$ cat src/hdl/ctb_pkg.sv
// Shared constants, codes and controller/datapath interface types for the timer bank.
package ctb_pkg;

   // Bank size and field widths
   localparam int NUM_TIMERS = 16;
   localparam int TIMER_W    = (NUM_TIMERS > 1) ? $clog2(NUM_TIMERS) : 1;
   localparam int MASK_W     = 16;
   localparam int CNT_W      = 32;
   localparam int IDX_W      = 8;
   localparam int KIND_W     = 3;

   localparam logic [TIMER_W-1:0] LAST_TIMER = TIMER_W'(NUM_TIMERS - 1);
   localparam logic [MASK_W-1:0]  VALID_MASK = MASK_W'((64'd1 << NUM_TIMERS) - 64'd1);

   // Request kinds; codes 5 to 7 change nothing
   typedef enum logic [KIND_W-1:0] {
      KIND_TICK    = 3'd0,
      KIND_START   = 3'd1,
      KIND_STOP    = 3'd2,
      KIND_QUERY   = 3'd3,
      KIND_SERVICE = 3'd4
   } kind_type;

   typedef enum logic [2:0] {
      ST_IDLE,
      ST_EXEC,
      ST_TICK_RD,
      ST_TICK_WR,
      ST_QUERY,
      ST_FINISH
   } state_type;

   // Controller to datapath
   typedef struct packed {
      logic latch;      // capture request word
      logic exec;       // apply start/stop/service, launch query read
      logic walk_clr;   // restart the timer walk
      logic tick_rd;    // read counter of walked timer
      logic tick_wr;    // decrement and write back walked timer
      logic query_cap;  // capture query read data
      logic out_load;   // load response register
   } dp_cmd_type;

   // Datapath to controller
   typedef struct packed {
      kind_type kind;
      logic     walk_last;
      logic     out_free;
   } dp_status_type;

endpackage

$ cat src/hdl/ctb_ctrl.sv
// Sequencing state machine for the timer bank.
module ctb_ctrl
   import ctb_pkg::*;
(
   input  logic          clock,
   input  logic          reset,
   input  logic          req_valid,
   output logic          req_stall,
   input  dp_status_type status,
   output dp_cmd_type    cmd
);

   state_type state_ff;
   state_type state_in;

   // State register
   always_ff @(posedge clock) begin
      if (reset) begin
         state_ff <= ST_IDLE;
      end else begin
         state_ff <= state_in;
      end
   end

   // Next state and commands
   always_comb begin
      state_in  = state_ff;
      cmd       = '0;
      req_stall = 1'b1;
      unique case (state_ff)
         ST_IDLE: begin
            req_stall = 1'b0;
            if (req_valid) begin
               cmd.latch = 1'b1;
               state_in  = ST_EXEC;
            end
         end
         ST_EXEC: begin
            cmd.exec     = 1'b1;
            cmd.walk_clr = 1'b1;
            unique case (status.kind)
               KIND_TICK:  state_in = ST_TICK_RD;
               KIND_QUERY: state_in = ST_QUERY;
               default:    state_in = ST_FINISH;
            endcase
         end
         ST_TICK_RD: begin
            cmd.tick_rd = 1'b1;
            state_in    = ST_TICK_WR;
         end
         ST_TICK_WR: begin
            cmd.tick_wr = 1'b1;
            state_in    = status.walk_last ? ST_FINISH : ST_TICK_RD;
         end
         ST_QUERY: begin
            cmd.query_cap = 1'b1;
            state_in      = ST_FINISH;
         end
         ST_FINISH: begin
            if (status.out_free) begin
               cmd.out_load = 1'b1;
               state_in     = ST_IDLE;
            end
         end
         default: state_in = ST_IDLE;
      endcase
   end

endmodule

$ cat src/hdl/ctb_dp.sv
// Datapath: counter memory, timer flag registers and response register.
module ctb_dp
   import ctb_pkg::*;
(
   input  logic               clock,
   input  logic               reset,
   input  dp_cmd_type         cmd,
   output dp_status_type      status,
   input  logic [KIND_W-1:0]  req_kind,
   input  logic [IDX_W-1:0]   req_timer_index,
   input  logic [CNT_W-1:0]   req_load_count,
   input  logic               req_has_handler,
   output logic               rsp_valid,
   input  logic               rsp_stall,
   output logic [CNT_W-1:0]   rsp_remaining,
   output logic [MASK_W-1:0]  rsp_fired_mask,
   output logic [MASK_W-1:0]  rsp_pending_mask,
   output logic [MASK_W-1:0]  rsp_enabled_mask
);

   // Latched request word
   kind_type           kind_ff;
   logic [IDX_W-1:0]   idx_ff;
   logic [CNT_W-1:0]   load_ff;
   logic               hand_ff;

   // Timer state
   logic [CNT_W-1:0]   cnt_mem [NUM_TIMERS];
   logic [CNT_W-1:0]   rd_data_ff;
   logic [MASK_W-1:0]  en_ff, en_in;
   logic [MASK_W-1:0]  pend_ff, pend_in;
   logic [MASK_W-1:0]  hand_bits_ff, hand_bits_in;
   logic [TIMER_W-1:0] walk_ff;

   // Result staging and response register
   logic [CNT_W-1:0]   rem_ff, rem_in;
   logic [MASK_W-1:0]  fired_ff, fired_in;
   logic               rsp_valid_ff;
   logic [CNT_W-1:0]   rsp_remaining_ff;
   logic [MASK_W-1:0]  rsp_fired_ff;
   logic [MASK_W-1:0]  rsp_pending_ff;
   logic [MASK_W-1:0]  rsp_enabled_ff;

   logic               idx_ok;
   logic [TIMER_W-1:0] sel_timer;
   logic [MASK_W-1:0]  sel_bit;
   logic [MASK_W-1:0]  walk_bit;
   logic               walk_en;
   logic [CNT_W-1:0]   dec;
   logic [MASK_W-1:0]  fired_calc;
   logic               mem_we;
   logic [TIMER_W-1:0] mem_wr_addr;
   logic [CNT_W-1:0]   mem_wr_data;
   logic               mem_re;
   logic [TIMER_W-1:0] mem_rd_addr;

   // Address decode and walk helpers
   always_comb begin
      idx_ok     = int'(idx_ff) < NUM_TIMERS;
      sel_timer  = idx_ff[TIMER_W-1:0];
      sel_bit    = idx_ok ? (MASK_W'(1) << sel_timer) : '0;
      walk_bit   = MASK_W'(1) << walk_ff;
      walk_en    = |(en_ff & walk_bit);
      dec        = rd_data_ff - CNT_W'(1);
      fired_calc = pend_ff & hand_bits_ff & VALID_MASK;
   end

   // Flag updates and result staging
   always_comb begin
      en_in        = en_ff;
      pend_in      = pend_ff;
      hand_bits_in = hand_bits_ff;
      rem_in       = rem_ff;
      fired_in     = fired_ff;
      if (cmd.exec) begin
         rem_in   = '0;
         fired_in = '0;
         case (kind_ff)
            KIND_START: begin
               hand_bits_in = hand_ff ? (hand_bits_ff | sel_bit) : (hand_bits_ff & ~sel_bit);
               pend_in      = pend_ff & ~sel_bit;
               en_in        = en_ff | sel_bit;
            end
            KIND_STOP: begin
               en_in        = en_ff & ~sel_bit;
               pend_in      = pend_ff & ~sel_bit;
               hand_bits_in = hand_bits_ff & ~sel_bit;
            end
            KIND_SERVICE: begin
               fired_in     = fired_calc;
               pend_in      = pend_ff & ~fired_calc;
               hand_bits_in = hand_bits_ff & ~fired_calc;
            end
            default: ;
         endcase
      end
      // expiry of the walked timer
      if (cmd.tick_wr && walk_en && dec == '0) begin
         en_in = en_ff & ~walk_bit;
         if (|(hand_bits_ff & walk_bit)) begin
            pend_in = pend_ff | walk_bit;
         end
      end
      if (cmd.query_cap) begin
         rem_in = (idx_ok && |(en_ff & sel_bit)) ? rd_data_ff : '0;
      end
   end

   // Counter memory port control
   always_comb begin
      mem_we      = (cmd.exec && kind_ff == KIND_START && idx_ok) || (cmd.tick_wr && walk_en);
      mem_wr_addr = cmd.exec ? sel_timer : walk_ff;
      mem_wr_data = cmd.exec ? load_ff : dec;
      mem_re      = (cmd.exec && kind_ff == KIND_QUERY && idx_ok) || cmd.tick_rd;
      mem_rd_addr = cmd.exec ? sel_timer : walk_ff;
   end

   // Counter memory, registered read
   always_ff @(posedge clock) begin
      if (mem_we) begin
         cnt_mem[mem_wr_addr] <= mem_wr_data;
      end
      if (mem_re) begin
         rd_data_ff <= cnt_mem[mem_rd_addr];
      end
   end

   // Request word capture and staged results
   always_ff @(posedge clock) begin
      if (cmd.latch) begin
         kind_ff <= kind_type'(req_kind);
         idx_ff  <= req_timer_index;
         load_ff <= req_load_count;
         hand_ff <= req_has_handler;
      end
      rem_ff   <= rem_in;
      fired_ff <= fired_in;
   end

   // Timer flags and walk counter
   always_ff @(posedge clock) begin
      if (reset) begin
         en_ff        <= '0;
         pend_ff      <= '0;
         hand_bits_ff <= '0;
         walk_ff      <= '0;
      end else begin
         en_ff        <= en_in;
         pend_ff      <= pend_in;
         hand_bits_ff <= hand_bits_in;
         if (cmd.walk_clr) begin
            walk_ff <= '0;
         end else if (cmd.tick_wr) begin
            walk_ff <= walk_ff + TIMER_W'(1);
         end
      end
   end

   // Response word valid
   always_ff @(posedge clock) begin
      if (reset) begin
         rsp_valid_ff <= 1'b0;
      end else if (cmd.out_load) begin
         rsp_valid_ff <= 1'b1;
      end else if (!rsp_stall) begin
         rsp_valid_ff <= 1'b0;
      end
   end

   // Response word payload
   always_ff @(posedge clock) begin
      if (cmd.out_load) begin
         rsp_remaining_ff <= rem_ff;
         rsp_fired_ff     <= fired_ff;
         rsp_pending_ff   <= pend_ff;
         rsp_enabled_ff   <= en_ff;
      end
   end

   assign status.kind      = kind_ff;
   assign status.walk_last = (walk_ff == LAST_TIMER);
   assign status.out_free  = !rsp_valid_ff || !rsp_stall;

   assign rsp_valid        = rsp_valid_ff;
   assign rsp_remaining    = rsp_remaining_ff;
   assign rsp_fired_mask   = rsp_fired_ff;
   assign rsp_pending_mask = rsp_pending_ff;
   assign rsp_enabled_mask = rsp_enabled_ff;

endmodule

$ cat src/hdl/countdown_timer_bank.sv
// Top level of the countdown timer bank: controller, datapath and checks.
//
//   channel  direction  handshake            word
//   req      in         req_valid/req_stall  kind, timer_index, load_count, has_handler
//   rsp      out        rsp_valid/rsp_stall  remaining, fired_mask, pending_mask, enabled_mask
//
// One word in flight at a time. A tick walks the counter memory one timer at a time
// (read, then decrement and write back) through every timer; a query reads the selected
// counter once, and start, stop and service apply their change in the execute state.
// Reset clears the controller, the enable/pending/handler flags and the response valid;
// counters are not cleared. A stalled response holds the finished word in its register
// while the next word is already taken.
module countdown_timer_bank
   import ctb_pkg::*;
(
   input  logic               clock,
   input  logic               reset,
   input  logic               req_valid,
   output logic               req_stall,
   input  logic [KIND_W-1:0]  req_kind,
   input  logic [IDX_W-1:0]   req_timer_index,
   input  logic [CNT_W-1:0]   req_load_count,
   input  logic               req_has_handler,
   output logic               rsp_valid,
   input  logic               rsp_stall,
   output logic [CNT_W-1:0]   rsp_remaining,
   output logic [MASK_W-1:0]  rsp_fired_mask,
   output logic [MASK_W-1:0]  rsp_pending_mask,
   output logic [MASK_W-1:0]  rsp_enabled_mask
);

   dp_cmd_type    cmd;
   dp_status_type status;

   ctb_ctrl u_ctrl (
      .clock     (clock),
      .reset     (reset),
      .req_valid (req_valid),
      .req_stall (req_stall),
      .status    (status),
      .cmd       (cmd)
   );

   ctb_dp u_dp (
      .clock            (clock),
      .reset            (reset),
      .cmd              (cmd),
      .status           (status),
      .req_kind         (req_kind),
      .req_timer_index  (req_timer_index),
      .req_load_count   (req_load_count),
      .req_has_handler  (req_has_handler),
      .rsp_valid        (rsp_valid),
      .rsp_stall        (rsp_stall),
      .rsp_remaining    (rsp_remaining),
      .rsp_fired_mask   (rsp_fired_mask),
      .rsp_pending_mask (rsp_pending_mask),
      .rsp_enabled_mask (rsp_enabled_mask)
   );

   // a taken request word blocks the next one until its work is done
   a_one_in_flight: assert property (@(posedge clock) disable iff (reset)
      (req_valid && !req_stall) |=> req_stall)
      else $error("request taken while another word in flight");

   // flags never appear above the timer count
   a_mask_range: assert property (@(posedge clock) disable iff (reset)
      rsp_valid |-> ((rsp_enabled_mask | rsp_pending_mask) & ~VALID_MASK) == '0)
      else $error("flag set for a nonexistent timer");

   // serviced timers have their pending bit cleared in the same word
   a_fired_cleared: assert property (@(posedge clock) disable iff (reset)
      rsp_valid |-> (rsp_fired_mask & rsp_pending_mask) == '0)
      else $error("serviced timer still pending");

endmodule
$ cat config.mk
export PLATFORM = sky130hd
export DESIGN_NAME = countdown_timer_bank
export DESIGN_NICKNAME = d
export VERILOG_FILES = /design/src/hdl/ctb_pkg.sv /design/src/hdl/ctb_ctrl.sv /design/src/hdl/ctb_dp.sv /design/src/hdl/countdown_timer_bank.sv
export SDC_FILE = /design/constraint.sdc
export NUM_CORES = 1
export LEC_CHECK = 0
export BUFFER_PORTS_ARGS = -buffer_cell sky130_fd_sc_hd__buf_2
export CORE_UTILIZATION = 45
export DETAILED_ROUTE_END_ITERATION = 12
export PLACE_DENSITY = 0.72
export SLEW_MARGIN = 20
export SYNTH_ARGS = -nofsm -noshare
export SYNTH_HDL_FRONTEND = slang
export SYNTH_SLANG_ARGS = --single-unit
$ cat constraint.sdc
create_clock -name clock -period 6.9 [get_ports clock]
set_input_delay 0.345 -clock clock [delete_from_list [all_inputs] [get_ports clock]]
set_output_delay 0.345 -clock clock [all_outputs]
set_load 0.02 [all_outputs]
==> impl_metrics.csv <==
group,metric,value,unit
run_status,outcome,"finished, final reports clean",
timing,setup_viol,0,
setup_path,cp-end-kind,"flip-flop",
layout,fin_area,35400,µm²
floorplanning,rows,95,
floorplanning,initial_core_util,0.455,
route,viasPerCell,6.06,
route,drt_iter0_drc,2433,
placed_design,port_buffers,129,
route,drt-pass1-iter-count,6,
setup_path,crit_required,7.20,ns
setup_path,crit_start,"u_ctrl.state_ff[1]",
worst_hold_path,worstHoldPathType,"in -> reg",
setup_path,r2r_cells,10,
setup_path,critical_path_class,"reg -> reg",
placed_design,place_area,32400,µm²
synthesis,synth_cells,1802,
layout,n_antenna_cell,0,
route,route.detailed.drc,0,
setup_path,timing.critical_path.mode_cell,"buf_4",
grt,antenna_found_initial,0,
route,wirelength,75200,µm
synthesis,synth_nets,1858,
synthesis,synth-edff-count,716,
placed_design,dp_hpwl,43600,µm
layout,nFillCells,5188,
route,antenna_left,0,
clock_tree,cts-buffers-inserted,77,
timing,max_freq,0.198,GHz
clock_tree,cts-root-buf,"clkbuf_16",
synthesis,syn_area,30600,µm²
synthesis,yosysTopAreaCell,"edfxtp_1",
synthesis,yosysTopAreaCellShare,0.704,
synthesis,synth_top_family_by_area,"multiplexers",
clock_tree,cts_resized,0,
synthesis,yosys_warnings,0,
setup_path,worst-path-max-fanout,69,
floorplanning,dieWidth,263,µm
grt,grt_max_degree,72,
clock_tree,hold_buffers,44,
setup_path,cp_num_buf_inv,4,
timing,slew_headroom,0.249,
synthesis,seq_area_frac_synth,0.740,
setup_path,crit_chain,"nand2b_1, buf_4, inv_2, buf_4, nand2_1, nand2_4, nor2_1, nand2_1, nor2_4, buf_4",
synthesis,synth-main-ff-cell,"edfxtp_1",
floorplanning,dieArea,68900,µm²
synthesis,yosysUniqueCellTypes,68,
setup_path,path_delay_family,"simple AND/OR/NAND/NOR gates",
power,power_density,297,nW/µm²
timing,period_share,0.733,
setup_path,crit_path_top_delay_cell,"nor2_4",
power,peakVddDrop,0.227,mV
timing,setup_tns,0,ns
timing,finalHoldViolations,0,
synthesis,ys_seq_elements,772,
clock_tree,cts_tree,"done",
synthesis,synth.mux.area_fraction,0.0971,
layout,drive_above_1_share,0.234,
clock_tree,cts.path.max_buffers,3,
power,power_leakage,11.2,nW
synthesis,synth-compound-area-share,0.0643,
placed_design,gp_congestion,0.886,
setup_path,arrival,5.36,ns
clock_tree,clk_pin_slew_worst_paths,0.06,ns
timing,skew,0.0307,ns
layout,nets,2045,
timing,worstMarginPinSlew,1.13,ns
run,drv_cap,0,
grt,grt_use_total,0.218,
grt,gr-total-overflow,0,
layout,area_delta_synth_final,15.9,%
worst_hold_path,min_to,"u_dp.rsp_valid",
route,avgRoutedWirePerCell,25.7,µm
floorplanning,core_area,67200,µm²
clock_tree,cts_max_level,3,
grt,grt_pass1_wl,112000,µm
timing,rsz0062_at_grt,"false",
setup_path,r2r-start,"u_ctrl.state_ff[1]",
route,vias,17700,
clock_tree,clock-sinks,772,
synthesis,synth_area_leaders,"edfxtp_1, mux4_2, dfxtp_1",
synthesis,synthArstFlopShare,0,
floorplanning,dieHeight,263,µm
layout,fin_util,0.527,
clock_tree,insertion_delay,0.64,ns
synthesis,synth_area_per_cell,17.0,µm²
worst_hold_path,hp-start,"rsp_stall",
grt,grt_pass1_vias,17600,
setup_path,r2r_setup_slack,1.84,ns
floorplanning,ios,130,
timing,drv_slew,0,
synthesis,synth-xor-area-share,0.00803,
worst_hold_path,hold_depth,3,
setup_path,critPathLaunchType,"flip-flop",
setup_path,cpPeakStageDelay,0.72,ns
timing,hold_slack,0.199,ns
clock_tree,cts_setup_buffers,0,
timing,fin_crit,5.06,ns
synthesis,yosys.area_share.adder,0.00328,
synthesis,synth-simple-area-share,0.0700,
setup_path,reg2reg_to,"u_dp.cnt_mem[8][23]",
[worst max path at each step]
stage | to | slack, ns | depth (start not counted)
after floorplan | u_dp.rsp_enabled_mask[0] | 1.62 | 4
after global placement | u_dp.rd_data_ff[2] | 2.17 | 12
after detailed placement | u_dp.cnt_mem[8][17] | 1.94 | 10
after CTS | u_dp.cnt_mem[8][20] | 1.85 | 10
after global routing | u_dp.rd_data_ff[2] | 1.54 | 12
final | u_dp.cnt_mem[8][23] | 1.84 | 10
[layout make-up]
cell class | instances | area, µm² | area share
flip-flops and latches | 772 | 22600 | 0.639
multi-input cells | 904 | 7680 | 0.217
well taps | 873 | 1090 | 0.0309
inverters | 13 | 48.8 | 0.00138
clock inverters | 47 | 450 | 0.0127
clock buffers | 93 | 2030 | 0.0573
repair buffers | 221 | 1470 | 0.0416
[cell usage after synthesis, types with 3 or more instances]
library cell and count:
a41oi_1 16, o21ai_0 54, nand3_1 18, buf_1 8, ha_1 8, xor2_1 9, nand3b_1 5, a21oi_1 97
nor4_1 12, and3_1 20, o32ai_2 3, edfxtp_1 716, or2_2 3, or3_1 4, nand2_1 144, or4_1 4
dfxtp_1 56, o41ai_1 6, nor3_1 33, a31oi_1 36, mux2_2 3, and2_0 3, mux2i_1 5, xnor2_1 19
nand4_1 4, a22oi_1 3, inv_1 12, nand2b_1 10, a211oi_1 38, a221oi_1 4, clkbuf_1 85, nor2_1 82
buf_2 16, mux4_2 128, and2_1 65, a311o_1 14, o31ai_1 5, nor2b_1 13
[routing by layer]
layer  global-route usage  wire, µm  vias up
met5                    0         0        -
met4               0.0707      2250        0
met3               0.0445      7280      170
met2                0.348     35800     1015
met1                0.301     29900     8985
li1                     -         -     7542
[power by group]
group,internal (mW),leakage [nW],switching (mW)
combinational,0.324,3.01,0.632
sequential,5.39,6.96,0.0764
clock,2.28,1.18,1.81
total,8.00,11.2,2.52
[registers in the layout (all words and copies together), names as in the netlist, 16 cells and up, named ones only]
register and cells:
u_dp.cnt_mem 512, u_dp.load_ff 32, u_dp.rd_data_ff 32, u_dp.rem_ff 32
u_dp.rsp_remaining 32, u_dp.fired_ff 16, u_dp.pend_ff 16, u_dp.rsp_enabled_mask 16
u_dp.rsp_fired_mask 16, u_dp.rsp_pending_mask 16
[worst min-delay path, cell delays in order]
cell and delay, ns:
buf_2 0.12, nand2_1 0.19, a21oi_1 0.10
[per-stage QoR]
step | instances | total power, mW | worst slack (ns)
floorplan | 1802 | 6.15 | 1.62
global placement | 2738 | 6.46 | 2.17
detailed placement | 2739 | 6.50 | 1.94
CTS | 2923 | 10.6 | 1.85
global route | 2923 | 10.8 | 1.54
finish | 2923 | 10.5 | 1.84
[logic make-up (layout without fill, tap and decap cells)]
family / count (synthesis) / count (layout)
buf+inv: 126 / 374
fa+ha+maj: 8 / 8
simple gates: 433 / 433
xor+xnor: 28 / 28
compound gates: 299 / 299
mux: 136 / 136
flops: 772 / 772
[layout by cell type, fill, tap and decap left out, types with 7 or more instances in the layout]
master         instances
ha_1                   8
clkinv_2              11
dlygate4sd3_1         44
nor2_4                13
o21ai_1                7
inv_1                 11
nand2b_1              10
xnor2_1               19
dfxtp_1               56
nor4_1                11
clkinv_1              11
nor2_1                68
and2_1                66
a311o_1               14
o21ai_0               45
and3_1                20
a21oi_2                7
clkbuf_16             78
a21oi_1               87
a41oi_1               16
nand3_1               18
clkbuf_1              13
nor3_1                28
nand2_1              143
edfxtp_1             716
buf_4                 47
clkinvlp_4            11
buf_2                128
nor2b_1               13
a31oi_1               33
mux4_2               128
xor2_1                 9
a211oi_1              38
Note: power is estimated with default switching activity, not from simulation.
